**config.mk**
```make
export PLATFORM = sky130hd
export DESIGN_NAME = stepper_encoder_position_homing
export DESIGN_NICKNAME = d
export VERILOG_FILES = /design/src/rtl/core/sepho_pkg.sv /design/src/rtl/core/stepper_encoder_position_homing.sv /design/src/rtl/core/sepho_step.sv
export SDC_FILE = /design/constraint.sdc
export NUM_CORES = 1
export LEC_CHECK = 0
export ABC_AREA = 1
export BUFFER_PORTS_ARGS = -buffer_cell sky130_fd_sc_hd__buf_2
export CORE_ASPECT_RATIO = 0.9
export CORE_MARGIN = 2
export CORE_UTILIZATION = 61
export CTS_CLUSTER_SIZE = 28
export DETAILED_ROUTE_END_ITERATION = 10
export PLACE_DENSITY = 0.85
export SLEW_MARGIN = 10
export SYNTH_ARGS = -nofsm -noshare
export SYNTH_HDL_FRONTEND = slang
export SYNTH_SLANG_ARGS = --single-unit
```
**constraint.sdc**
```tcl
create_clock -name clk -period 5.2 [get_ports clk]
set_input_delay 0.52 -clock clk [delete_from_list [all_inputs] [get_ports clk]]
set_output_delay 0.52 -clock clk [all_outputs]
set_load 0.05 [all_outputs]
```
**src/rtl/core/sepho_pkg.sv**
```systemverilog
`timescale 1ns / 1ps
// ----------------------------------------------------------------------------
// sepho_pkg
// Shared types and codes for the stepper position and homing controller.
// ----------------------------------------------------------------------------
package sepho_pkg;

    localparam int POS_W = 32;

    typedef enum logic [2:0] {
        PH_TRACK   = 3'd0,
        PH_TO_ZERO = 3'd1,
        PH_SEARCH1 = 3'd2,
        PH_REVERSE = 3'd3,
        PH_RETURN  = 3'd4,
        PH_SEARCH2 = 3'd5
    } phase_t;

    localparam logic [1:0] HS_IDLE  = 2'd0;
    localparam logic [1:0] HS_BUSY  = 2'd1;
    localparam logic [1:0] HS_FOUND = 2'd2;
    localparam logic [1:0] HS_FAIL  = 2'd3;

    localparam logic DIR_CW  = 1'b0;
    localparam logic DIR_CCW = 1'b1;

    localparam logic signed [POS_W-1:0] POS_MAX = {1'b0, {(POS_W-1){1'b1}}};
    localparam logic signed [POS_W-1:0] POS_MIN = {1'b1, {(POS_W-1){1'b0}}};

    // Controller state other than the search step count
    typedef struct packed {
        logic signed [POS_W-1:0] position_count;
        logic                    direction_bit;
        logic                    last_a;
        logic                    last_b;
        phase_t                  homing_phase;
        logic [1:0]              homing_result;
    } state_t;

    // One tick's input
    typedef struct packed {
        logic signed [POS_W-1:0] target_count;
        logic                    enc_a;
        logic                    enc_b;
        logic                    enc_index;
        logic                    zero_request;
        logic                    home_request;
    } tick_t;

    // One tick's result
    typedef struct packed {
        logic                    step_pulse;
        logic                    drive_direction;
        logic                    direction_flipped;
        logic signed [POS_W-1:0] position;
        logic                    at_target;
        logic [1:0]              home_status;
    } result_t;

endpackage

```
**src/rtl/core/stepper_encoder_position_homing.sv**
```systemverilog
`timescale 1ns / 1ps
// ----------------------------------------------------------------------------
// stepper_encoder_position_homing
// Closed-loop stepper position controller with encoder feedback and homing.
// ----------------------------------------------------------------------------
// Each input transaction is one step-period tick and yields exactly one
// output transaction. A tick is taken in every cycle whenever the output
// register is empty or is being emptied in the same cycle, so the block
// sustains one tick per clock; its result appears in the cycle after it
// is taken. The whole tick (compare against target, saturating count
// update, homing sequencer) is one pass of logic from the state registers
// and the incoming transaction into the state and output registers. While
// tracking, a drive direction that points away from the target is reversed
// on a tick with no pulse; otherwise, off target, a pulse is issued and any
// A/B change since the last stepped tick moves the count by one. Homing
// drives to zero, then, if the index is low, searches half a revolution,
// reverses, returns and searches again, ending as found or failed.
// ----------------------------------------------------------------------------
module stepper_encoder_position_homing #(
    parameter int STEPS_PER_REV = 200
) (
    input  logic        clk,
    input  logic        rst_n,
    input  logic        s_axis_tvalid,
    output logic        s_axis_tready,
    // tdata from bit 0: target_count[31:0], enc_a, enc_b, enc_index,
    // zero_request, home_request, zero fill to 40 bits
    input  logic [39:0] s_axis_tdata,
    output logic        m_axis_tvalid,
    input  logic        m_axis_tready,
    // tdata from bit 0: step_pulse, drive_direction, direction_flipped,
    // position[31:0], at_target, home_status[1:0], zero fill to 40 bits
    output logic [39:0] m_axis_tdata
);
    import sepho_pkg::*;

    // Half a revolution of search pulses; the counter just holds that value
    localparam int HALF_REV = STEPS_PER_REV / 2;
    localparam int CNT_W    = $clog2(HALF_REV + 1);

    state_t           state_reg;
    state_t           state_next;
    logic [CNT_W-1:0] search_cnt_reg;
    logic [CNT_W-1:0] search_cnt_next;
    tick_t            tick;
    result_t          result_next;
    result_t          result_reg;
    logic             out_valid_reg;
    logic             take;

    // Unpack the incoming transaction
    assign tick.target_count = s_axis_tdata[31:0];
    assign tick.enc_a        = s_axis_tdata[32];
    assign tick.enc_b        = s_axis_tdata[33];
    assign tick.enc_index    = s_axis_tdata[34];
    assign tick.zero_request = s_axis_tdata[35];
    assign tick.home_request = s_axis_tdata[36];

    // Accept while the output register is free or draining this cycle
    assign s_axis_tready = !out_valid_reg || m_axis_tready;
    assign take          = s_axis_tvalid && s_axis_tready;

    sepho_step #(
        .HALF_REV (HALF_REV),
        .CNT_W    (CNT_W)
    ) u_step (
        .state           (state_reg),
        .search_cnt      (search_cnt_reg),
        .tick            (tick),
        .state_next      (state_next),
        .search_cnt_next (search_cnt_next),
        .result          (result_next)
    );

    // Advance controller state only on an accepted tick
    always_ff @(posedge clk or negedge rst_n)
    begin
        if (!rst_n) begin
            state_reg.position_count <= '0;
            state_reg.direction_bit  <= DIR_CW;
            state_reg.last_a         <= 1'b0;
            state_reg.last_b         <= 1'b0;
            state_reg.homing_phase   <= PH_TRACK;
            state_reg.homing_result  <= HS_IDLE;
            search_cnt_reg           <= '0;
            out_valid_reg            <= 1'b0;
        end
        else begin
            if (take) begin
                state_reg      <= state_next;
                search_cnt_reg <= search_cnt_next;
            end
            // Hold the result until the downstream side takes it
            if (take)
                out_valid_reg <= 1'b1;
            else if (m_axis_tready)
                out_valid_reg <= 1'b0;
        end
    end

    // Result payload, no reset needed
    always_ff @(posedge clk)
    begin
        if (take)
            result_reg <= result_next;
    end

    assign m_axis_tvalid = out_valid_reg;
    assign m_axis_tdata  = {2'b00,
                            result_reg.home_status,
                            result_reg.at_target,
                            result_reg.position,
                            result_reg.direction_flipped,
                            result_reg.drive_direction,
                            result_reg.step_pulse};

endmodule

```
**src/rtl/core/sepho_step.sv**
```systemverilog
`timescale 1ns / 1ps
// ----------------------------------------------------------------------------
// sepho_step
// Next-state and result logic for one step-period tick.
// ----------------------------------------------------------------------------
module sepho_step #(
    parameter int HALF_REV = 100,
    parameter int CNT_W    = 7
) (
    input  sepho_pkg::state_t  state,
    input  logic [CNT_W-1:0]   search_cnt,
    input  sepho_pkg::tick_t   tick,
    output sepho_pkg::state_t  state_next,
    output logic [CNT_W-1:0]   search_cnt_next,
    output sepho_pkg::result_t result
);
    import sepho_pkg::*;

    localparam logic [CNT_W-1:0] HALF_CNT = CNT_W'(HALF_REV);

    typedef struct packed {
        logic signed [POS_W-1:0] pos;
        logic                    dir;
        logic                    la;
        logic                    lb;
        logic                    pulse;
        logic                    flip;
    } drive_t;

    // One closed-loop move toward a target
    function automatic drive_t drive_toward(input state_t s,
                                            input logic signed [POS_W-1:0] tgt,
                                            input logic a,
                                            input logic b);
        drive_t d;
        logic   want;
        d.pos   = s.position_count;
        d.dir   = s.direction_bit;
        d.la    = s.last_a;
        d.lb    = s.last_b;
        d.pulse = 1'b0;
        d.flip  = 1'b0;
        want    = (s.position_count < tgt) ? DIR_CW : DIR_CCW;
        if (s.position_count != tgt) begin
            if (want != s.direction_bit) begin
                d.dir  = want;
                d.flip = 1'b1;
            end
            else begin
                d.pulse = 1'b1;
                if (a != s.last_a || b != s.last_b) begin
                    if (s.direction_bit == DIR_CW) begin
                        if (s.position_count != POS_MAX)
                            d.pos = s.position_count + 1;
                    end
                    else begin
                        if (s.position_count != POS_MIN)
                            d.pos = s.position_count - 1;
                    end
                end
                d.la = a;
                d.lb = b;
            end
        end
        return d;
    endfunction

    state_t           s0;
    logic [CNT_W-1:0] cnt0;
    logic [CNT_W-1:0] cnt_inc;
    drive_t           drv;

    always_comb
    begin
        // Apply calibrate, then a homing start while tracking
        s0   = state;
        cnt0 = search_cnt;
        if (tick.zero_request)
            s0.position_count = '0;
        if (tick.home_request && state.homing_phase == PH_TRACK) begin
            s0.homing_phase  = PH_TO_ZERO;
            s0.homing_result = HS_BUSY;
            cnt0             = '0;
        end
    end

    assign cnt_inc = cnt0 + 1'b1;

    always_comb
    begin
        state_next      = s0;
        search_cnt_next = cnt0;
        result          = '0;
        drv             = drive_toward(s0, (s0.homing_phase == PH_TRACK) ?
                                       tick.target_count : '0, tick.enc_a, tick.enc_b);
        case (s0.homing_phase)
            PH_TRACK:
            begin
                state_next.position_count = drv.pos;
                state_next.direction_bit  = drv.dir;
                state_next.last_a         = drv.la;
                state_next.last_b         = drv.lb;
                result.step_pulse         = drv.pulse;
                result.direction_flipped  = drv.flip;
                result.at_target          = (drv.pos == tick.target_count);
            end
            PH_TO_ZERO:
            begin
                if (s0.position_count == '0) begin
                    if (tick.enc_index) begin
                        state_next.homing_phase  = PH_TRACK;
                        state_next.homing_result = HS_FOUND;
                    end
                    else begin
                        state_next.homing_phase = PH_SEARCH1;
                        search_cnt_next         = '0;
                    end
                end
                else begin
                    state_next.position_count = drv.pos;
                    state_next.direction_bit  = drv.dir;
                    state_next.last_a         = drv.la;
                    state_next.last_b         = drv.lb;
                    result.step_pulse         = drv.pulse;
                    result.direction_flipped  = drv.flip;
                end
            end
            PH_SEARCH1, PH_SEARCH2:
            begin
                result.step_pulse = 1'b1;
                search_cnt_next   = cnt_inc;
                if (tick.enc_index) begin
                    state_next.homing_phase  = PH_TRACK;
                    state_next.homing_result = HS_FOUND;
                    search_cnt_next          = '0;
                end
                else if (cnt_inc >= HALF_CNT) begin
                    search_cnt_next = '0;
                    if (s0.homing_phase == PH_SEARCH1)
                        state_next.homing_phase = PH_REVERSE;
                    else begin
                        state_next.homing_phase  = PH_TRACK;
                        state_next.homing_result = HS_FAIL;
                    end
                end
            end
            PH_REVERSE:
            begin
                state_next.direction_bit = ~s0.direction_bit;
                result.direction_flipped = 1'b1;
                state_next.homing_phase  = PH_RETURN;
                search_cnt_next          = '0;
            end
            PH_RETURN:
            begin
                result.step_pulse = 1'b1;
                search_cnt_next   = cnt_inc;
                if (cnt_inc >= HALF_CNT) begin
                    search_cnt_next         = '0;
                    state_next.homing_phase = PH_SEARCH2;
                end
            end
            default:
            begin
                state_next.homing_phase = PH_TRACK;
            end
        endcase
        result.drive_direction = state_next.direction_bit;
        result.position        = state_next.position_count;
        result.home_status     = state_next.homing_result;
    end

endmodule

```
# Word-level counts from Yosys, hierarchy flattened
# Index checks and enable logic that the tools add are counted.
dict set report totals {
  ff_bits 86
  input_bits 44
  out_inout_bits 42
  wordCells 85
}
dict set report classes {
  n_addsub 3
  order_cmp 2
  n_eq_ne 13
  n_mux 39
  bitwise 1
  reduce_logical 13
}
# operator n
set ops {}
lappend ops {{2-to-1 mux 32 bit} 7}
lappend ops {{inequality test 32 bit, second input constant} 2}
lappend ops {{one-hot mux 32 bit (2 select lines)} 1}
lappend ops {{2-to-1 mux 37 bit} 1}
lappend ops {{2-to-1 mux 35 bit} 1}
lappend ops {{2-to-1 mux 7 bit} 5}
lappend ops {{adder 32 x 2 -> 32 bit, second input constant} 1}
lappend ops {{equality test 32 bit} 1}
lappend ops {{logical NOT 32 bit} 1}
lappend ops {{< comparator 32 bit} 1}
lappend ops {{inequality test 32 bit} 1}
lappend ops {{subtractor 32 x 2 -> 32 bit, second input constant} 1}
lappend ops {{one-hot mux 7 bit (4 select lines)} 1}
lappend ops {{2-to-1 mux 5 bit} 4}
lappend ops {{one-hot mux 3 bit (5 select lines)} 1}
lappend ops {{one-hot mux 1 bit (3 select lines)} 3}
lappend ops {{2-to-1 mux 2 bit} 4}
lappend ops {{one-hot mux 2 bit (2 select lines)} 2}
lappend ops {{adder 7 x 1 -> 7 bit, second input constant} 1}
lappend ops {{greater-or-equal comparator 7 bit, second input constant} 1}
lappend ops {{2-to-1 mux 1 bit} 7}
lappend ops {{equality test 3 x 2 -> 1 bit, second input constant} 2}
lappend ops {{equality test 3 bit, second input constant} 2}
lappend ops {{logical NOT 3 bit} 2}
lappend ops {{12 further kinds} 18}

# Logic depth before layout (Yosys ltp)
dict set report depth {
  depth_word 12
  ltp_mapped 33
  ltp_nobuf 32
}

# Hierarchy
# From an unflattened synthesis, not the netlist that was laid out.
dict set report hier_totals {
  cells_unflattened 1254
  hier_area_um2 8022.7
}
# module n_inst cells_per_inst area_per_inst_um2 seq_area_each_um2
set modules_own_cells {}
lappend modules_own_cells {sepho_step 1 1004 4947.2 0.0}
lappend modules_own_cells {stepper_encoder_position_homing 1 250 3075.4 2342.2}

# Worst setup path before layout
# No wires, ideal clock.
dict set report synth_path {
  path_kind {input to register}
  start {in s_axis_tdata[36]}
  end {reg result_reg (netlist bit m_axis_tdata[35]) (data pin)}
  setup_ns 0.138
  arrival_ns 3.677
  required_ns 5.062
  setup_slack_ns 1.385
  path_stages 26
  path_buffers 3
  path_cell_list {nand4_1 -> inv_1 -> nor2_1 -> nand3_1 -> inv_1 -> clkbuf_1 -> nand2_1 -> ha_1 -> nand2_1 -> nor2_1 -> nand2_1 -> nor4_2 -> nand2_1 -> nand3_1 -> nand3_1 -> nand2_1 -> buf_4 -> buf_2 -> nand3_1 -> nand3_1 -> nand3_1 -> nor2_1 -> nand2_1 -> nor2_1 -> nand3_1 -> nor2_1}
}
dict set report synth_between {
  elab_chain_len 10
  word_cells_on_any_way 11
  classes_between {1 x order compare; 3 x eq/ne; 5 x mux; 2 x reduce/logical}
}
# item line
set synth_lines {}
lappend synth_lines {{start, declared} stepper_encoder_position_homing.sv:28} ;# input logic [39:0] s_axis_tdata,
lappend synth_lines {{logical AND 1 bit *} sepho_step.sv:80} ;# if (tick.home_request && state.homing_phase == PH_TRACK) begin
lappend synth_lines {{2-to-1 mux 5 bit *} sepho_step.sv:80}
lappend synth_lines {{logical NOT 3 bit *} {sepho_step.sv:94, sepho_step.sv:96}}
lappend synth_lines {{2-to-1 mux 32 bit} sepho_step.sv:94} ;# drv = drive_toward(s0, (s0.homing_phase == PH_TRACK) ?
lappend synth_lines {{< comparator 32 bit} sepho_step.sv:43} ;# want = (s.position_count < tgt) ? DIR_CW : DIR_CCW;
lappend synth_lines {{2-to-1 mux 1 bit} sepho_step.sv:43}
lappend synth_lines {{inequality test 1 bit} sepho_step.sv:45} ;# if (want != s.direction_bit) begin
lappend synth_lines {{2-to-1 mux 32 bit} sepho_step.sv:45}
lappend synth_lines {{2-to-1 mux 37 bit} sepho_step.sv:44} ;# if (s.position_count != tgt) begin
lappend synth_lines {{equality test 32 bit} sepho_step.sv:105} ;# result.at_target = (drv.pos == tick.target_count);
lappend synth_lines {{end signal, assigned} stepper_encoder_position_homing.sv:105} ;# result_reg <= result_next;
lappend synth_lines {{end, declared} stepper_encoder_position_homing.sv:47} ;# result_t result_reg;
# Every way passes the cells marked *; elsewhere a longest branch is shown, timed or not.
# A chain may end at the register's enable or synchronous reset.

# Worst setup path after layout
dict set report layout_path {
  start {reg state_reg[4] in the netlist's numbering}
  end {reg result_reg (netlist bit m_axis_tdata[35]) (data pin)}
}
dict set report layout_between {
  elab_chain_len 11
  word_cells_on_any_way 12
  classes_between {1 x order compare; 3 x eq/ne; 5 x mux; 3 x reduce/logical}
}
# item line
set layout_lines {}
lappend layout_lines {{start, declared} stepper_encoder_position_homing.sv:41} ;# state_t state_reg;
lappend layout_lines {{start signal, assigned} stepper_encoder_position_homing.sv:90} ;# state_reg <= state_next;
lappend layout_lines {{logical NOT 3 bit} sepho_step.sv:80}
lappend layout_lines {{logical AND 1 bit} sepho_step.sv:80}
lappend layout_lines {{2-to-1 mux 5 bit *} sepho_step.sv:80}
lappend layout_lines {{logical NOT 3 bit *} {sepho_step.sv:94, sepho_step.sv:96}}
lappend layout_lines {{2-to-1 mux 32 bit} sepho_step.sv:94}
lappend layout_lines {{< comparator 32 bit} sepho_step.sv:43}
lappend layout_lines {{2-to-1 mux 1 bit} sepho_step.sv:43}
lappend layout_lines {{inequality test 1 bit} sepho_step.sv:45}
lappend layout_lines {{2-to-1 mux 32 bit} sepho_step.sv:45}
lappend layout_lines {{2-to-1 mux 37 bit} sepho_step.sv:44}
lappend layout_lines {{equality test 32 bit} sepho_step.sv:105}
# Marks and branches as above.

==> results_dict.tcl <==
set metrics [dict create \
    run_status "completed" \
    fin_crit_ns 4.59 \
    ir_drop_v 0.000506 \
    layout-drive-gt1-share_pct 15.2 \
    post_cts_buffers 0 \
    grt_pass1_wl_mm 39.6 \
    viasPerCell 5.76 \
    clock_latency_ns 0.35 \
    tritoncts "built" \
    largest_register_ffs 40 \
    fp.coreArea_um2 12600 \
    hold_viol_final 0 \
    dp_hpwl_mm 19.4 \
    crit_path_frequent_cell "nand2_1" \
    max-cap-violations 0 \
    finalSetupTns_ns 0 \
    cts_buffer_depth 2 \
    cp.arrival_ns 4.81 \
    multi_input_area_um2 4770 \
    maxSlewViolCount 0 \
    ios 86 \
    grt_overflow 0 \
    synth.cell_area_um2 7850 \
    num_antenna_cells 0 \
    timing.rr.start "state_reg[4]" \
    die_h_um 112 \
    wl_met2_mm 11.5 \
    syn_avg_cell_area_um2 6.41 \
    cpMaxStageDelayCell "dfrtp_1" \
    yosys-top-cells-area "nand2_1, dfrtp_1, edfxtp_1" \
    grt_usage_pct 38.0 \
    numCtsBuffers 9 \
    ys_seq_area_share_pct 29.8 \
    ys.flop_type "dfrtp_1" \
    rsz0062_at_grt "false" \
    r2r_end "m_axis_tdata[35]" \
    vias 8508 \
    ff_latch_area_um2 2340 \
    clk_pin_slew_ns 0.06 \
    ys_types 51 \
    required_ns 5.42 \
    die_area_um2 13800 \
    globalplace.congestion 1.06 \
    synth_edf_count 38 \
    htreeDepth 3 \
    cts_resized 0 \
    cts.sinks 86 \
    criticalPathCategory "flop to flop" \
    dr.pass1.iters 5 \
    worstRegToRegCells 28 \
    async_flop_share_pct 55.8 \
    grt_start_max_net_pins 64 \
    ys_seq_elements 86 \
    crit_path_max_fanout 36 \
    yosysTopAreaCellShare_pct 21.2 \
    synth_area_leader_cell "nand2_1" \
    portBuffers 80 \
    dr_wl_met3_mm 2.67 \
    leakage_uw 0.00471 \
    pwr_density_cell_nw_per_um2 739 \
    die_w_um 124 \
    hold_buffers 0 \
    fillers 1134 \
    final_nets 1387 \
    cts_root_buf "clkbuf_16" \
    fin_crit_sh_pct 88.2 \
    wl_per_cell_um 17.3 \
    cp-startpoint "state_reg[4]" \
    antenna_found_initial 0 \
    wl_met1_mm 10.1 \
    hold_class "input pin to asynchronous set/reset pin" \
    start_kind "flop" \
    yosys_warnings 0 \
    critical_path.endpoint "m_axis_tdata[35]" \
    pre_cts_slack_ns 0.635 \
    synthCells 1224 \
    drt-total-wl_mm 25.6 \
    synthTopCellsByCount "nand2_1, inv_1, nand3_1" \
    grt_pass1_vias 7768 \
    power_uw 6500 \
    worstMarginPinSlew_ns 0.720 \
    fmax_ghz 0.218 \
    placementRows 39 \
    clock-skew-final_ns 0.00624 \
    slowest_delay_ns 0.45 \
    worstSetupEndpointType "flop" \
    maxUsedRoutingLayer "met4" \
    areaGrowthSynthToFinish_pct 12.1 \
    setup_slack_ns 0.613 \
    drc_errors 0 \
    r2r_slack_ns 0.61 \
    synth.most_common_cell "nand2_1" \
    start_util_pct 62.1 \
    drt-initial-drc-count 980 \
    ant_nets 0 \
    setup_violations 0 \
    relSlewSlack_pct 52.0 \
]
-- cell families after synthesis --
| family | after synthesis | share of synthesized area, % |
|---|---|---|
| flip-flops | 86 | 29.8 |
| other | 1 | 0.0478 |
| XOR/XNOR | 7 | 0.781 |
| AND/OR/NAND/NOR | 771 | 44.2 |
| AO/OA/AOI/OAI | 147 | 10.0 |
| buffers and inverters | 177 | 9.52 |
| adder cells (fa/ha/maj) | 35 | 5.58 |
-- routing by layer --
| layer | vias up | GRT usage (%) |
|---|---|---|
| li1 | 4129 | - |
| met1 | 3817 | 49.0 |
| met2 | 475 | 59.7 |
| met3 | 87 | 7.89 |
| met4 | 0 | 19.6 |
| met5 | - | 0 |
-- power by group --
part           leakage, uW  switching, uW  internal [uW]
Clock             0.000139            278            369
Sequential         0.00101            161           1050
Combinational      0.00356           3320           1330
-- worst max-delay path: cells and delay by family (launching register included) --
| kind | cells | cell delay [ns] |
|---|---|---|
| buffers and inverters | 6 | 1.07 |
| flip-flops | 1 | 0.45 |
| AND/OR/NAND/NOR | 21 | 2.60 |
| adder cells (fa/ha/maj) | 1 | 0.31 |
-- metrics by stage --
stage,hold slack (ns),instance area (um^2),utilization (%),cells
finish,0.290,8800,69.6,1476
global route,0.346,8800,69.6,1476
CTS,0.318,8800,69.6,1476
detailed placement,0.491,8510,67.3,1461
global placement,0.481,8510,67.3,1461
floorplan,0.224,7850,-,1225
-- how the worst min path moves through the flow --
stage,start,to,cells past startpoint
3_5_place_dp,search_cnt_reg[6],search_cnt_reg[6],2
5_1_grt,rst_n,state_reg[11],2
3_3_place_gp,state_reg[5],state_reg[5],2
6_report,rst_n,state_reg[9],2
4_1_cts,rst_n,state_reg[9],2
2_1_floorplan,rst_n,m_axis_tvalid,0
-- placed cells by master (no fill, tap or decap), types with 7 or more instances in the layout --
cell type  count
nand2_4       10
dfrtp_1       48
nor3_1        20
nand4_1       15
buf_2         80
nand2_2       16
ha_1          35
inv_2          8
a21oi_1       44
nand2_1      443
inv_1        126
edfxtp_1      38
clkbuf_16      9
o21ai_1        7
nor2_2        15
nor2_1       105
buf_4         29
o21ai_0       75
nand3_1      107
nand3b_1      16
-- layout make-up --
cell class                 instances  share of cell area (%)
multi-input combinational        962                    54.2
inverter                         137                    5.87
sequential                        86                    26.6
tap                              164                    2.33
timing repair buffer             112                    7.71
clock buffer                       9                    2.56
clock inverter                     6                   0.725
(Power assumes the default switching activity.)
